===== src/rtl/nmeafc_pkg.sv =====
`timescale 1ns / 1ps
`default_nettype none

package nmeafc_pkg;

  localparam int unsigned MAX_FIELDS = 255;
  localparam int unsigned FIELD_LIMIT = (MAX_FIELDS > 255) ? 255 : MAX_FIELDS;
  localparam logic [7:0] COMMA_MAX = 8'(FIELD_LIMIT - 1);

  localparam int unsigned TAG_COUNT = 13;
  localparam int unsigned TAG_IDX_W = $clog2(TAG_COUNT);

  localparam logic [23:0] TAG_TABLE [TAG_COUNT] = '{
    24'h444254, // DBT
    24'h445054, // DPT
    24'h474741, // GGA
    24'h474C4C, // GLL
    24'h475341, // GSA
    24'h475356, // GSV
    24'h484447, // HDG
    24'h4D5457, // MTW
    24'h4D5756, // MWV
    24'h524D42, // RMB
    24'h524D43, // RMC
    24'h525445, // RTE
    24'h565447  // VTG
  };

  localparam logic [2:0] ST_OK        = 3'd0;
  localparam logic [2:0] ST_NO_START  = 3'd1;
  localparam logic [2:0] ST_BAD_FMT   = 3'd2;
  localparam logic [2:0] ST_CSUM_ERR  = 3'd3;
  localparam logic [2:0] ST_SHORT     = 3'd4;

  localparam logic [1:0] HEX_NONE  = 2'd0;
  localparam logic [1:0] HEX_BAD   = 2'd1;
  localparam logic [1:0] HEX_ONE   = 2'd2;
  localparam logic [1:0] HEX_TWO   = 2'd3;

  typedef struct packed {
    logic [7:0] data_byte;
    logic       last_byte;
  } in_req_t;

  typedef struct packed {
    logic [2:0]  status;
    logic        unknown_tag;
    logic [15:0] talker_id;
    logic [3:0]  tag_index;
    logic [7:0]  computed_checksum;
    logic [7:0]  field_count;
  } out_req_t;

  typedef struct packed {
    logic                 hit;
    logic [TAG_IDX_W-1:0] index;
  } tag_match_t;

endpackage

`default_nettype wire


===== src/rtl/nmeafc_tag_match.sv =====
`timescale 1ns / 1ps
`default_nettype none

module nmeafc_tag_match (
  input  wire logic [23:0]            tag_i,
  output nmeafc_pkg::tag_match_t      match_o
);

  always_comb begin
    match_o = '0;
    for (int i = nmeafc_pkg::TAG_COUNT - 1; i >= 0; i--) begin
      if (tag_i == nmeafc_pkg::TAG_TABLE[i]) begin
        match_o.hit   = 1'b1;
        match_o.index = nmeafc_pkg::TAG_IDX_W'(i);
      end
    end
  end

endmodule

`default_nettype wire

===== config.mk =====
export PLATFORM = sky130hd
export DESIGN_NAME = nmeafc_tag_match
export DESIGN_NICKNAME = d
export VERILOG_FILES = /design/src/rtl/nmeafc_pkg.sv /design/src/rtl/nmeafc_tag_match.sv
export SDC_FILE = /design/constraint.sdc
export NUM_CORES = 1
export LEC_CHECK = 0
export CAP_MARGIN = 15
export CORE_UTILIZATION = 38
export DETAILED_ROUTE_END_ITERATION = 8
export DONT_BUFFER_PORTS = 1
export REMOVE_ABC_BUFFERS = 1
export SLEW_MARGIN = 40
export SYNTH_ARGS = -nofsm -noshare
export SYNTH_HDL_FRONTEND = slang
export SYNTH_SLANG_ARGS = --single-unit

===== constraint.sdc =====
create_clock -name vclk -period 2.1
set_input_delay 0.42 -clock vclk [all_inputs]
set_output_delay 0.42 -clock vclk [all_outputs]
set_load 0.005 [all_outputs]

==> flow_summary.json <==
{
  "hold_viol_final": 0,
  "met1_usage_pct": 27.4,
  "total_power_uw": 34.3,
  "power_leakage_uw": 0.000183,
  "whs_path_depth": 2,
  "io_buffers": 0,
  "slew_viol_final": 0,
  "detail-route-antenna-nets": 0,
  "maxCapViolCount": 0,
  "powerDensity_nw_per_um2": 60.1,
  "seq_cells": 0,
  "slew_headroom_pct": 75.3,
  "place_congestion": 0.928,
  "synthSimpleGateAreaFrac_pct": 87.4,
  "synth_cells": 68,
  "ys_seq_area_share_pct": 0,
  "synth_xor_area_share_pct": 1.72,
  "arrival_ns": 1.65,
  "clockBufferCount": 0,
  "worstSetupPathType": "in2out",
  "grt_usage_pct": 19.2,
  "antenna_cells": 0,
  "start_util_pct": 43.4,
  "fmaxAchievable_mhz": 483,
  "vias_per_cell": 6.74,
  "antenna_found_initial": 0,
  "worst_ep_required_time_ns": 1.68,
  "tightest_slew_ns": 0.369,
  "critPathCaptureType": "output port",
  "grt_pass1_wl_um": 2070,
  "dp_hpwl_um": 1150,
  "crit_path_start_kind": "primary input",
  "final_cell_mix": "10 x nor2_1, 9 x nand4_1, 7 x nor3_1",
  "fin_crit_ns": 2.07,
  "setup_viol": 0,
  "die_w_um": 38.6,
  "area_growth_syn_to_layout_pct": 12.3,
  "synth_warnings": 0,
  "ir_worst_vdd_v": 0.0000239,
  "synth_area_um2": 508,
  "tns_ns": 0,
  "wl_um": 1320,
  "first_pass_iters": 4,
  "ctsHoldBuffers": 0,
  "drc": 0,
  "synth_top_area_share_pct": 14.0,
  "synth_area_leaders": "nor4b_4 14%, nand4_1 11%, nor2_1 7.4%",
  "wl_per_cell_um": 15.4,
  "avgSynthCellArea_um2": 7.47,
  "yosys.area.top_type": "nor4b_4",
  "post-route-period-util_pct": 98.5,
  "synth_top_family_by_area": "simple AND/OR/NAND/NOR gates",
  "drive_gt1_share_pct": 19.4,
  "muxShareOfSynthArea_pct": 0,
  "synth.distinct_cells": 29,
  "synthAdderAreaFrac_pct": 0,
  "grt_busiest_layer": "met2",
  "final_common_cell": "nor2_1",
  "die-height_um": 38.6,
  "overflow": 0,
  "die_area_um2": 1490,
  "synth_compound_area_share_pct": 8.62,
  "outcome": "complete, no violations",
  "nets": 98,
  "crit_path_max_fanout": 5,
  "grt_max_degree": 11,
  "vias": 580,
  "groute.layer.met3.usage_pct": 2.91,
  "seqCellArea_um2": 0,
  "place_worst_setup_slack_ns": 0.0365,
  "grt_pass1_vias": 523,
  "setup_slack_ns": 0.0313,
  "drt_iter0_drc": 25,
  "rsz0062_at_grt": "true",
  "core_area_um2": 1170,
  "grt_util_met2_pct": 30.4,
  "num_rows": 12,
  "io_pins": 29,
  "hold_path.class": "in2out"
}
cell families (layout without fill, tap and decap cells):
family                    Yosys count  in the layout
buffers and inverters               2              6
AOI/OAI and AO/OA                   6              6
xor gates and xnor gates            1              1
and+or+nand+nor                    59             59
report_power, final:
group | switching (µW) | internal, µW
Combinational | 14.2 | 20.1
Sequential | 0 | 0
Clock | 0 | 0
Total | 14.2 | 20.1
layout make-up:
class	count	area, µm²
timing repair buffer	5	37.5
tap	14	17.5
inverter	1	3.75
multi-input combinational	66	512
fill	126	601
metrics by stage:
stage / util, % / cells / area, µm² / hold WS [ns]
after floorplan: - / 67 / 500 / 0.966
after global placement: 46.2 / 84 / 541 / 0.993
after detailed placement: 46.2 / 84 / 541 / 0.997
after CTS: 46.2 / 84 / 541 / 1.00
after global routing: 48.7 / 86 / 571 / 1.02
final: 48.7 / 86 / 571 / 0.999
timing repair:
action                                  CTS  global route
resized for setup                         0             2
buffers inserted                          0             2
endpoints found under the setup margin    0             2
worst max-delay path, stage by stage:
cell and delay (ns):
nor4b_4 0.39, nand4_2 0.19, nor4b_4 0.37, a2111o_1 0.15, nand4b_1 0.13
Yosys cell counts, drive strengths merged:
master,number
a211oi,1
nor2b,5
nand4,11
nor3b,1
nand2,3
nand3,6
o21ai,1
a2111oi,1
a31oi,1
xnor2,1
and2,2
and4b,1
buf,1
a2111o,1
nor2,10
and4bb,1
nor4,3
nand3b,1
and3b,1
nor3,7
nand4b,1
a21oi,1
nand2b,1
inv,1
nor4b,5
worst paths after layout:
path     start          to  slack (ns)
max   tag_i[4]  match_o[4]        0.03
min   tag_i[0]  match_o[1]         1.0
routing by layer:
layer | vias up | wire length [µm]
li1 | 287 | -
met1 | 258 | 565
met2 | 35 | 619
met3 | 0 | 137
met4 | 0 | 0
met5 | - | 0
Note: power is estimated with default switching activity, not from simulation.
